**src/rtl/lst_pkg.sv**
```systemverilog
`timescale 1ns / 1ps
// lst_pkg: shared widths, codes and control structs of the latency statistics tracker
// no dependencies

package lst_pkg;

   localparam int STAT_W = 32;
   localparam int LAT_W  = 16;
   localparam int MEAN_W = 24;
   localparam int SLOT_W = 6;
   localparam int PROD_W = STAT_W + MEAN_W;
   localparam int FRAC_W = 8;

   localparam logic [STAT_W-1:0] STAT_SAT = '1;

   localparam logic ACT_RECORD = 1'b0;
   localparam logic ACT_READ   = 1'b1;

   typedef struct packed {
      logic wr_en;
      logic rd_start;
   } lst_ring_cmd_type;

   typedef struct packed {
      logic rd_done;
   } lst_ring_sts_type;

endpackage

```
**src/rtl/lst_mean_unit.sv**
```systemverilog
`timescale 1ns / 1ps
// lst_mean_unit: bit-serial mean update, shift-add multiply then restoring divide
// depends on lst_pkg

module lst_mean_unit (
   input  logic                          clock,
   input  logic                          reset,
   input  logic                          start,
   input  logic [lst_pkg::MEAN_W-1:0]    mean_old,
   input  logic [lst_pkg::STAT_W-1:0]    count,
   input  logic [lst_pkg::LAT_W-1:0]     latency,
   output logic                          done,
   output logic [lst_pkg::MEAN_W-1:0]    mean_new
);
   import lst_pkg::*;

   localparam int CNT_W = $clog2(MEAN_W);

   typedef enum logic [1:0] {
      M_IDLE,
      M_MUL,
      M_ADD,
      M_DIV
   } mean_state_type;

   mean_state_type           state_ff, state_in;
   logic [CNT_W-1:0]         cnt_ff, cnt_in;
   logic [STAT_W-1:0]        mcand_ff, mcand_in;
   logic [STAT_W-1:0]        div_ff, div_in;
   logic [MEAN_W-1:0]        mplier_ff, mplier_in;
   logic [LAT_W-1:0]         lat_ff, lat_in;
   logic [PROD_W-1:0]        acc_ff, acc_in;
   logic [STAT_W-1:0]        rem_ff, rem_in;
   logic [MEAN_W-1:0]        dvd_ff, dvd_in;
   logic                     done_ff, done_in;
   logic [STAT_W:0]          trial;
   logic [STAT_W:0]          diff;
   logic                     ge;
   logic [PROD_W-1:0]        num;

   // one quotient digit per cycle
   assign trial = {rem_ff, dvd_ff[MEAN_W-1]};
   assign diff  = trial - {1'b0, div_ff};
   assign ge    = (trial >= {1'b0, div_ff});
   assign num   = acc_ff + {{(PROD_W-LAT_W-FRAC_W){1'b0}}, lat_ff, {FRAC_W{1'b0}}};

   always_comb begin
      state_in  = state_ff;
      cnt_in    = cnt_ff;
      mcand_in  = mcand_ff;
      div_in    = div_ff;
      mplier_in = mplier_ff;
      lat_in    = lat_ff;
      acc_in    = acc_ff;
      rem_in    = rem_ff;
      dvd_in    = dvd_ff;
      done_in   = 1'b0;
      case (state_ff)
         M_IDLE: begin
            if (start) begin
               mcand_in  = count - STAT_W'(1);
               div_in    = count;
               mplier_in = mean_old;
               lat_in    = latency;
               acc_in    = '0;
               cnt_in    = '0;
               state_in  = M_MUL;
            end
         end
         M_MUL: begin
            acc_in    = {acc_ff[PROD_W-2:0], 1'b0}
                        + (mplier_ff[MEAN_W-1] ? {{(PROD_W-STAT_W){1'b0}}, mcand_ff}
                                               : {PROD_W{1'b0}});
            mplier_in = {mplier_ff[MEAN_W-2:0], 1'b0};
            cnt_in    = cnt_ff + CNT_W'(1);
            if (cnt_ff == CNT_W'(MEAN_W-1)) begin
               state_in = M_ADD;
            end
         end
         M_ADD: begin
            // quotient fits the mean width, so the upper STAT_W bits start as the remainder
            rem_in   = num[PROD_W-1:MEAN_W];
            dvd_in   = num[MEAN_W-1:0];
            cnt_in   = '0;
            state_in = M_DIV;
         end
         M_DIV: begin
            rem_in = ge ? diff[STAT_W-1:0] : trial[STAT_W-1:0];
            dvd_in = {dvd_ff[MEAN_W-2:0], ge};
            cnt_in = cnt_ff + CNT_W'(1);
            if (cnt_ff == CNT_W'(MEAN_W-1)) begin
               done_in  = 1'b1;
               state_in = M_IDLE;
            end
         end
         default: begin
            state_in = M_IDLE;
         end
      endcase
   end

   always_ff @(posedge clock) begin
      if (reset) begin
         state_ff <= M_IDLE;
         done_ff  <= 1'b0;
         cnt_ff   <= '0;
      end else begin
         state_ff <= state_in;
         done_ff  <= done_in;
         cnt_ff   <= cnt_in;
      end
      mcand_ff  <= mcand_in;
      div_ff    <= div_in;
      mplier_ff <= mplier_in;
      lat_ff    <= lat_in;
      acc_ff    <= acc_in;
      rem_ff    <= rem_in;
      dvd_ff    <= dvd_in;
   end

   assign done     = done_ff;
   assign mean_new = dvd_ff;

endmodule

```
**src/rtl/lst_ring.sv**
```systemverilog
`timescale 1ns / 1ps
// lst_ring: history ring memory with write pointer, wrap flag and serial slot reduction
// depends on lst_pkg

module lst_ring #(
   parameter int HISTORY_DEPTH = 64
) (
   input  logic                          clock,
   input  logic                          reset,
   input  lst_pkg::lst_ring_cmd_type     cmd,
   input  logic [lst_pkg::LAT_W-1:0]     wr_data,
   input  logic [lst_pkg::SLOT_W-1:0]    slot,
   output lst_pkg::lst_ring_sts_type     sts,
   output logic [lst_pkg::LAT_W-1:0]     rd_data
);
   import lst_pkg::*;

   localparam int PW = $clog2(HISTORY_DEPTH);
   localparam int SW = ((PW > SLOT_W) ? PW : SLOT_W) + 1;

   typedef enum logic [1:0] {
      R_IDLE,
      R_REDUCE,
      R_FETCH
   } ring_state_type;

   ring_state_type      state_ff, state_in;
   logic [PW-1:0]       ptr_ff, ptr_in;
   logic                wrap_ff, wrap_in;
   logic [SW-1:0]       pos_ff, pos_in;
   logic                vld_ff, vld_in;
   logic                done_ff, done_in;
   logic [LAT_W-1:0]    mem [HISTORY_DEPTH];
   logic [LAT_W-1:0]    raw_ff;

   always_comb begin
      state_in = state_ff;
      ptr_in   = ptr_ff;
      wrap_in  = wrap_ff;
      pos_in   = pos_ff;
      vld_in   = vld_ff;
      done_in  = 1'b0;
      if (cmd.wr_en) begin
         if (ptr_ff == PW'(HISTORY_DEPTH-1)) begin
            ptr_in  = '0;
            wrap_in = 1'b1;
         end else begin
            ptr_in = ptr_ff + PW'(1);
         end
      end
      case (state_ff)
         R_IDLE: begin
            if (cmd.rd_start) begin
               pos_in   = SW'(ptr_ff) + SW'(slot);
               state_in = R_REDUCE;
            end
         end
         R_REDUCE: begin
            if (pos_ff >= SW'(HISTORY_DEPTH)) begin
               pos_in = pos_ff - SW'(HISTORY_DEPTH);
            end else begin
               state_in = R_FETCH;
            end
         end
         R_FETCH: begin
            // entries never written since reset read as zero
            vld_in   = wrap_ff | (pos_ff[PW-1:0] < ptr_ff);
            done_in  = 1'b1;
            state_in = R_IDLE;
         end
         default: begin
            state_in = R_IDLE;
         end
      endcase
   end

   always_ff @(posedge clock) begin
      if (reset) begin
         state_ff <= R_IDLE;
         ptr_ff   <= '0;
         wrap_ff  <= 1'b0;
         done_ff  <= 1'b0;
      end else begin
         state_ff <= state_in;
         ptr_ff   <= ptr_in;
         wrap_ff  <= wrap_in;
         done_ff  <= done_in;
      end
      pos_ff <= pos_in;
      vld_ff <= vld_in;
   end

   always_ff @(posedge clock) begin
      if (cmd.wr_en) begin
         mem[ptr_ff] <= wr_data;
      end
      if (state_ff == R_FETCH) begin
         raw_ff <= mem[pos_ff[PW-1:0]];
      end
   end

   assign sts.rd_done = done_ff;
   assign rd_data     = vld_ff ? raw_ff : '0;

endmodule

```
**src/rtl/latency_statistics_tracker_core.sv**
```systemverilog
`timescale 1ns / 1ps
// latency_statistics_tracker_core: top level, control sequencer, statistics and result register
// depends on lst_pkg, lst_mean_unit, lst_ring

// Takes one beat per probe outcome or history read and returns one result beat carrying the
// updated statistics. One item is worked on at a time. For a successful probe, the mean update
// runs in a bit-serial unit that does a 24-step shift-add multiply, one add of the new
// latency and a 24-step restoring divide; the quotient is then handed over through a done
// register and loaded into the result register. A failed probe goes straight to the commit
// state. A history read reduces the slot position by serial wrap-around, subtracting the ring
// depth at most once when HISTORY_DEPTH is at least 64, then reads the registered memory. A
// result is held back while the previous one still waits untaken in the output register.
// The next request is taken as soon as the result is in the output register, before that
// result is taken. The ring reads as zero where it was never written; there is no clearing
// pass after reset.

module latency_statistics_tracker_core #(
   parameter int HISTORY_DEPTH = 64
) (
   input  logic                          clock,
   input  logic                          reset,
   input  logic                          req_valid,
   output logic                          req_ready,
   input  logic                          req_action,
   input  logic                          req_probe_ok,
   input  logic [lst_pkg::LAT_W-1:0]     req_round_trip,
   input  logic [lst_pkg::SLOT_W-1:0]    req_history_slot,
   output logic                          rsp_valid,
   input  logic                          rsp_ready,
   output logic                          rsp_online,
   output logic [lst_pkg::STAT_W-1:0]    rsp_probes_total,
   output logic [lst_pkg::STAT_W-1:0]    rsp_probes_good,
   output logic [lst_pkg::LAT_W-1:0]     rsp_last_latency,
   output logic [lst_pkg::LAT_W-1:0]     rsp_least_latency,
   output logic [lst_pkg::LAT_W-1:0]     rsp_greatest_latency,
   output logic [lst_pkg::MEAN_W-1:0]    rsp_mean_latency,
   output logic [lst_pkg::STAT_W-1:0]    rsp_good_run,
   output logic [lst_pkg::STAT_W-1:0]    rsp_bad_run,
   output logic [lst_pkg::LAT_W-1:0]     rsp_history_value
);
   import lst_pkg::*;

   typedef enum logic [1:0] {
      S_IDLE,
      S_MEAN,
      S_READ,
      S_COMMIT
   } top_state_type;

   top_state_type       state_ff, state_in;
   logic                act_ff;
   logic                ok_ff;
   logic [LAT_W-1:0]    rt_ff;

   logic [STAT_W-1:0]   total_ff, total_in;
   logic [STAT_W-1:0]   good_ff, good_in;
   logic [LAT_W-1:0]    recent_ff, recent_in;
   logic                up_ff, up_in;
   logic [LAT_W-1:0]    low_ff, low_in;
   logic [LAT_W-1:0]    high_ff, high_in;
   logic [MEAN_W-1:0]   mean_ff, mean_in;
   logic [STAT_W-1:0]   srun_ff, srun_in;
   logic [STAT_W-1:0]   frun_ff, frun_in;
   logic                rsp_valid_ff;

   logic                accept;
   logic                commit;
   logic                recording;
   logic [STAT_W-1:0]   good_next;
   logic                mean_start;
   logic                mean_done;
   logic [MEAN_W-1:0]   mean_new;
   lst_ring_cmd_type    ring_cmd;
   lst_ring_sts_type    ring_sts;
   logic [LAT_W-1:0]    ring_data;

   assign req_ready  = (state_ff == S_IDLE);
   assign accept     = req_valid & req_ready;
   assign commit     = (state_ff == S_COMMIT) & (~rsp_valid_ff | rsp_ready);
   assign recording  = (act_ff == ACT_RECORD);
   assign good_next  = (good_ff == STAT_SAT) ? good_ff : good_ff + STAT_W'(1);
   assign mean_start = accept & (req_action == ACT_RECORD) & req_probe_ok;

   assign ring_cmd.wr_en    = commit & recording;
   assign ring_cmd.rd_start = accept & (req_action == ACT_READ);

   lst_mean_unit u_mean (
      .clock    (clock),
      .reset    (reset),
      .start    (mean_start),
      .mean_old (mean_ff),
      .count    (good_next),
      .latency  (req_round_trip),
      .done     (mean_done),
      .mean_new (mean_new)
   );

   lst_ring #(
      .HISTORY_DEPTH (HISTORY_DEPTH)
   ) u_ring (
      .clock   (clock),
      .reset   (reset),
      .cmd     (ring_cmd),
      .wr_data (recent_in),
      .slot    (req_history_slot),
      .sts     (ring_sts),
      .rd_data (ring_data)
   );

   // statistics after the current item
   always_comb begin
      total_in  = total_ff;
      good_in   = good_ff;
      recent_in = recent_ff;
      up_in     = up_ff;
      low_in    = low_ff;
      high_in   = high_ff;
      mean_in   = mean_ff;
      srun_in   = srun_ff;
      frun_in   = frun_ff;
      if (recording) begin
         total_in = (total_ff == STAT_SAT) ? total_ff : total_ff + STAT_W'(1);
         if (ok_ff) begin
            good_in   = good_next;
            recent_in = rt_ff;
            up_in     = 1'b1;
            srun_in   = (srun_ff == STAT_SAT) ? srun_ff : srun_ff + STAT_W'(1);
            frun_in   = '0;
            if ((low_ff == '0) || (rt_ff < low_ff)) begin
               low_in = rt_ff;
            end
            if (rt_ff > high_ff) begin
               high_in = rt_ff;
            end
            mean_in = mean_new;
         end else begin
            recent_in = '0;
            up_in     = 1'b0;
            frun_in   = (frun_ff == STAT_SAT) ? frun_ff : frun_ff + STAT_W'(1);
            srun_in   = '0;
         end
      end
   end

   always_comb begin
      state_in = state_ff;
      case (state_ff)
         S_IDLE: begin
            if (accept) begin
               if (req_action == ACT_READ) begin
                  state_in = S_READ;
               end else if (req_probe_ok) begin
                  state_in = S_MEAN;
               end else begin
                  state_in = S_COMMIT;
               end
            end
         end
         S_MEAN: begin
            if (mean_done) begin
               state_in = S_COMMIT;
            end
         end
         S_READ: begin
            if (ring_sts.rd_done) begin
               state_in = S_COMMIT;
            end
         end
         S_COMMIT: begin
            if (commit) begin
               state_in = S_IDLE;
            end
         end
         default: begin
            state_in = S_IDLE;
         end
      endcase
   end

   always_ff @(posedge clock) begin
      if (reset) begin
         state_ff     <= S_IDLE;
         rsp_valid_ff <= 1'b0;
         total_ff     <= '0;
         good_ff      <= '0;
         recent_ff    <= '0;
         up_ff        <= 1'b0;
         low_ff       <= '0;
         high_ff      <= '0;
         mean_ff      <= '0;
         srun_ff      <= '0;
         frun_ff      <= '0;
      end else begin
         state_ff <= state_in;
         if (commit) begin
            rsp_valid_ff <= 1'b1;
            total_ff     <= total_in;
            good_ff      <= good_in;
            recent_ff    <= recent_in;
            up_ff        <= up_in;
            low_ff       <= low_in;
            high_ff      <= high_in;
            mean_ff      <= mean_in;
            srun_ff      <= srun_in;
            frun_ff      <= frun_in;
         end else if (rsp_ready) begin
            rsp_valid_ff <= 1'b0;
         end
      end
      if (accept) begin
         act_ff <= req_action;
         ok_ff  <= req_probe_ok;
         rt_ff  <= req_round_trip;
      end
      // result beat
      if (commit) begin
         rsp_online           <= up_in;
         rsp_probes_total     <= total_in;
         rsp_probes_good      <= good_in;
         rsp_last_latency     <= recent_in;
         rsp_least_latency    <= low_in;
         rsp_greatest_latency <= high_in;
         rsp_mean_latency     <= mean_in;
         rsp_good_run         <= srun_in;
         rsp_bad_run          <= frun_in;
         rsp_history_value    <= recording ? '0 : ring_data;
      end
   end

   assign rsp_valid = rsp_valid_ff;

endmodule

```
**config.mk**
```make
export PLATFORM = sky130hd
export DESIGN_NAME = latency_statistics_tracker_core
export DESIGN_NICKNAME = d
export VERILOG_FILES = /design/src/rtl/lst_pkg.sv /design/src/rtl/lst_mean_unit.sv /design/src/rtl/lst_ring.sv /design/src/rtl/latency_statistics_tracker_core.sv
export SDC_FILE = /design/constraint.sdc
export NUM_CORES = 2
export LEC_CHECK = 0
export ABC_AREA = 1
export BUFFER_PORTS_ARGS = -buffer_cell sky130_fd_sc_hd__clkbuf_2
export CORE_AREA = 2 2 321 450
export DETAILED_ROUTE_END_ITERATION = 10
export DIE_AREA = 0 0 323 452
export PLACE_DENSITY = 0.75
export SLEW_MARGIN = 20
export SYNTH_ARGS = -nofsm -noshare
export SYNTH_HDL_FRONTEND = slang
export SYNTH_SLANG_ARGS = --single-unit
```
**constraint.sdc**
```tcl
create_clock -name clock -period 8.4 [get_ports clock]
set_input_delay 0 -clock clock [delete_from_list [all_inputs] [get_ports clock]]
set_output_delay 0 -clock clock [all_outputs]
set_load 0.005 [all_outputs]
```
==> impl_metrics.yaml <==
global_routing:
  grt-ovfl-total: 0
  grt_pass1_wl_um: 370000
  antenna_found_initial: 7
  grt_max_degree: 210
  first_global_vias: 60300
  grt.total_usage_pct: 34.0
power:
  p_total_mw: 25.6
  p_per_area_nw_per_um2: 287
  peakVddDrop_mv: 0.219
  p_leak_nw: 33.7
drt:
  drtAntennaViolNets: 0
  drt_iter0_markers: 7417
  wire_per_inst_um: 24.0
  viasPerCell: 6.05
  vias: 63400
  drc: 0
  routed_wl_um: 252000
  dr.pass1.iters: 8
timing:
  relSlewSlack_pct: 3.87
  timing.final.crit_share_pct: 49.9
  setup_viol: 0
  min_period_ps: 4190
  finClkSkew_ps: 29.2
  fmax_mhz: 239
  slew_violations: 0
  finalHoldViolCount: 0
  worst_slew_pin_slew_ps: 1440
  tns_ps: 0
  rsz0062_at_grt: "false"
logic_synthesis:
  yosys_warnings: 0
  synth_top_area_cell: "edfxtp_1"
  netlist.area_leader.share_pct: 56.0
  async_reset_ff_share_pct: 0
  ys_ff_latch: 1721
  ys_seq_area_share_pct: 61.5
  yosys-top-cells-count: "edfxtp_1 (1499), nand2_1 (1398), nor2_1 (1144)"
  syn_area_per_cell_um2: 9.76
  synth_nets: 8405
  syn_inst: 8236
  yosysMostFrequentCell: "edfxtp_1"
  ys.flop_type: "edfxtp_1"
  synth_cell_types: 60
  ys_top_cells_by_area: "edfxtp_1 (56%), o21ai_0 (6.6%), nand2_1 (6.5%)"
  synth_edf_count: 1499
  syn-cell-area_um2: 80400
floorplan:
  dieWidth_um: 323
  rows: 164
  start_util_pct: 56.6
  io_pins: 247
  die_h_um: 452
  die-area_um2: 146000
  core_area_um2: 142000
setup_path:
  crit_required_ps: 9050
  worst-path-max-fanout: 180
  crit_type: "flip-flop to flip-flop"
  end_kind: "flip-flop"
  start_kind: "flip-flop"
  critical_path_arrival_ps: 4850
cts:
  cts-buffers-inserted: 160
  post_cts_buffers: 0
  cts.sinks: 1721
  tritoncts: "done"
  cts_resized: 0
  clockRootBuffer: "clkbuf_16"
  clock_path_buffers: 3
  ctsHoldBuffers: 45
  htree_levels: 4
  clk_pin_slew_worst_paths_ps: 70
  clk-insertion-delay-late_ps: 820
finish:
  fillers: 11600
  final_area_um2: 89400
  finalNetCount: 8604
  area_growth_pct: 11.3
  layout-drive-gt1-share_pct: 8.80
  postLayoutCoreUtil_pct: 63.0
place:
  place_area_um2: 83600
  globalplace.congestion: 0.971
  port_buffers: 246
  dp_hpwl_um: 165000
min_path:
  hold_class: "input port to flip-flop"
run_status:
  status: "finished clean"
job:
  drv_cap: 0
where the power goes:
part / switching (mW) / total (mW) / internal, mW
Clock: 3.27 / 7.48 / 4.21
Sequential: 0.729 / 11.3 / 10.5
Combinational: 5.01 / 6.90 / 1.89
state kept, by name, indices dropped and copies added (netlist names), 32 cells and up:
name	cells
u_mean.rem_ff	32
u_mean.acc_ff	56
srun_ff	32
u_mean.div_ff	32
rsp_probes_total	32
u_ring.mem	1024
good_ff	32
total_ff	32
rsp_bad_run	32
u_mean.mcand_ff	32
rsp_probes_good	32
rsp_good_run	32
frun_ff	32
cells in the final DEF, fill, tap and decap left out, types with 24 or more instances in the layout:
cell type,count
a211oi_1,27
a21oi_1,374
buf_4,120
clkbuf_1,38
clkbuf_16,165
clkbuf_2,245
clkinv_2,25
dfxtp_1,222
dlygate4sd3_1,45
edfxtp_1,1499
ha_1,135
inv_1,725
nand2_1,1382
nand2_2,27
nand3_1,434
nand3b_1,38
nand4_1,74
nor2_1,1138
nor2_2,24
nor3_1,96
o211ai_1,68
o21ai_0,1054
o22ai_1,255
xnor2_1,27
xor2_1,60
kinds of logic (layout without fill, tap and decap cells):
group | after synthesis | in the layout | synth area share, %
XOR/XNOR | 88 | 88 | 0.968
flip-flops | 1721 | 1721 | 61.5
other | 0 | 2 | 0
adder cells (fa/ha/maj) | 141 | 141 | 2.23
buffers and inverters | 1126 | 1456 | 5.40
AO/OA/AOI/OAI | 1858 | 1858 | 12.5
AND/OR/NAND/NOR | 3302 | 3302 | 17.3
critical path: stages (launching register included):
cell and delay, ps:
edfxtp_1 370, buf_4 640, buf_12 600, buf_4 730, o21ai_0 210, o22ai_1 240, o21ai_0 160, o211ai_1 340
nand3_1 450, nand2_1 210
cell type report:
| class | instances | area, µm² | area share, % |
|---|---|---|---|
| tap | 1909 | 2390 | 2.67 |
| inverter | 746 | 2820 | 3.16 |
| timing repair buffer | 417 | 2700 | 3.02 |
| multi-input combinational | 5389 | 26700 | 29.8 |
| clock inverter | 81 | 953 | 1.07 |
| antenna | 2 | 5.00 | 0.00560 |
| clock buffer | 212 | 4400 | 4.92 |
| sequential | 1721 | 49500 | 55.3 |
stage by stage:
step | setup WS, ps | std cells | hold slack, ps
3_3_place_gp | 4040 | 10100 | 195
2_1_floorplan | 610 | 8236 | 98.9
5_1_grt | 4030 | 10500 | 1.94
3_5_place_dp | 4380 | 10100 | 198
6_report | 4210 | 10500 | 58.2
4_1_cts | 4320 | 10500 | 6.16
layer usage:
| layer | global-route usage [%] | up-vias | wire length (µm) |
|---|---|---|---|
| met4 | 21.1 | 2 | 17600 |
| li1 | - | 29000 | - |
| met5 | 0 | - | 11 |
| met2 | 56.9 | 3227 | 122000 |
| met1 | 41.5 | 30400 | 91800 |
| met3 | 4.99 | 749 | 20100 |
path summary, 6_finish.rpt:
check,startpoint,to,slack [ps],cells past startpoint
hold / removal,req_probe_ok,ok_ff,60,2
setup reg to reg,u_ring.pos_ff[0],u_ring.raw_ff[14],4210,9
setup / recovery,u_ring.pos_ff[0],u_ring.raw_ff[14],4210,9
hold reg to reg,recent_ff[14],recent_ff[14],470,2
(Power assumes the default switching activity.)
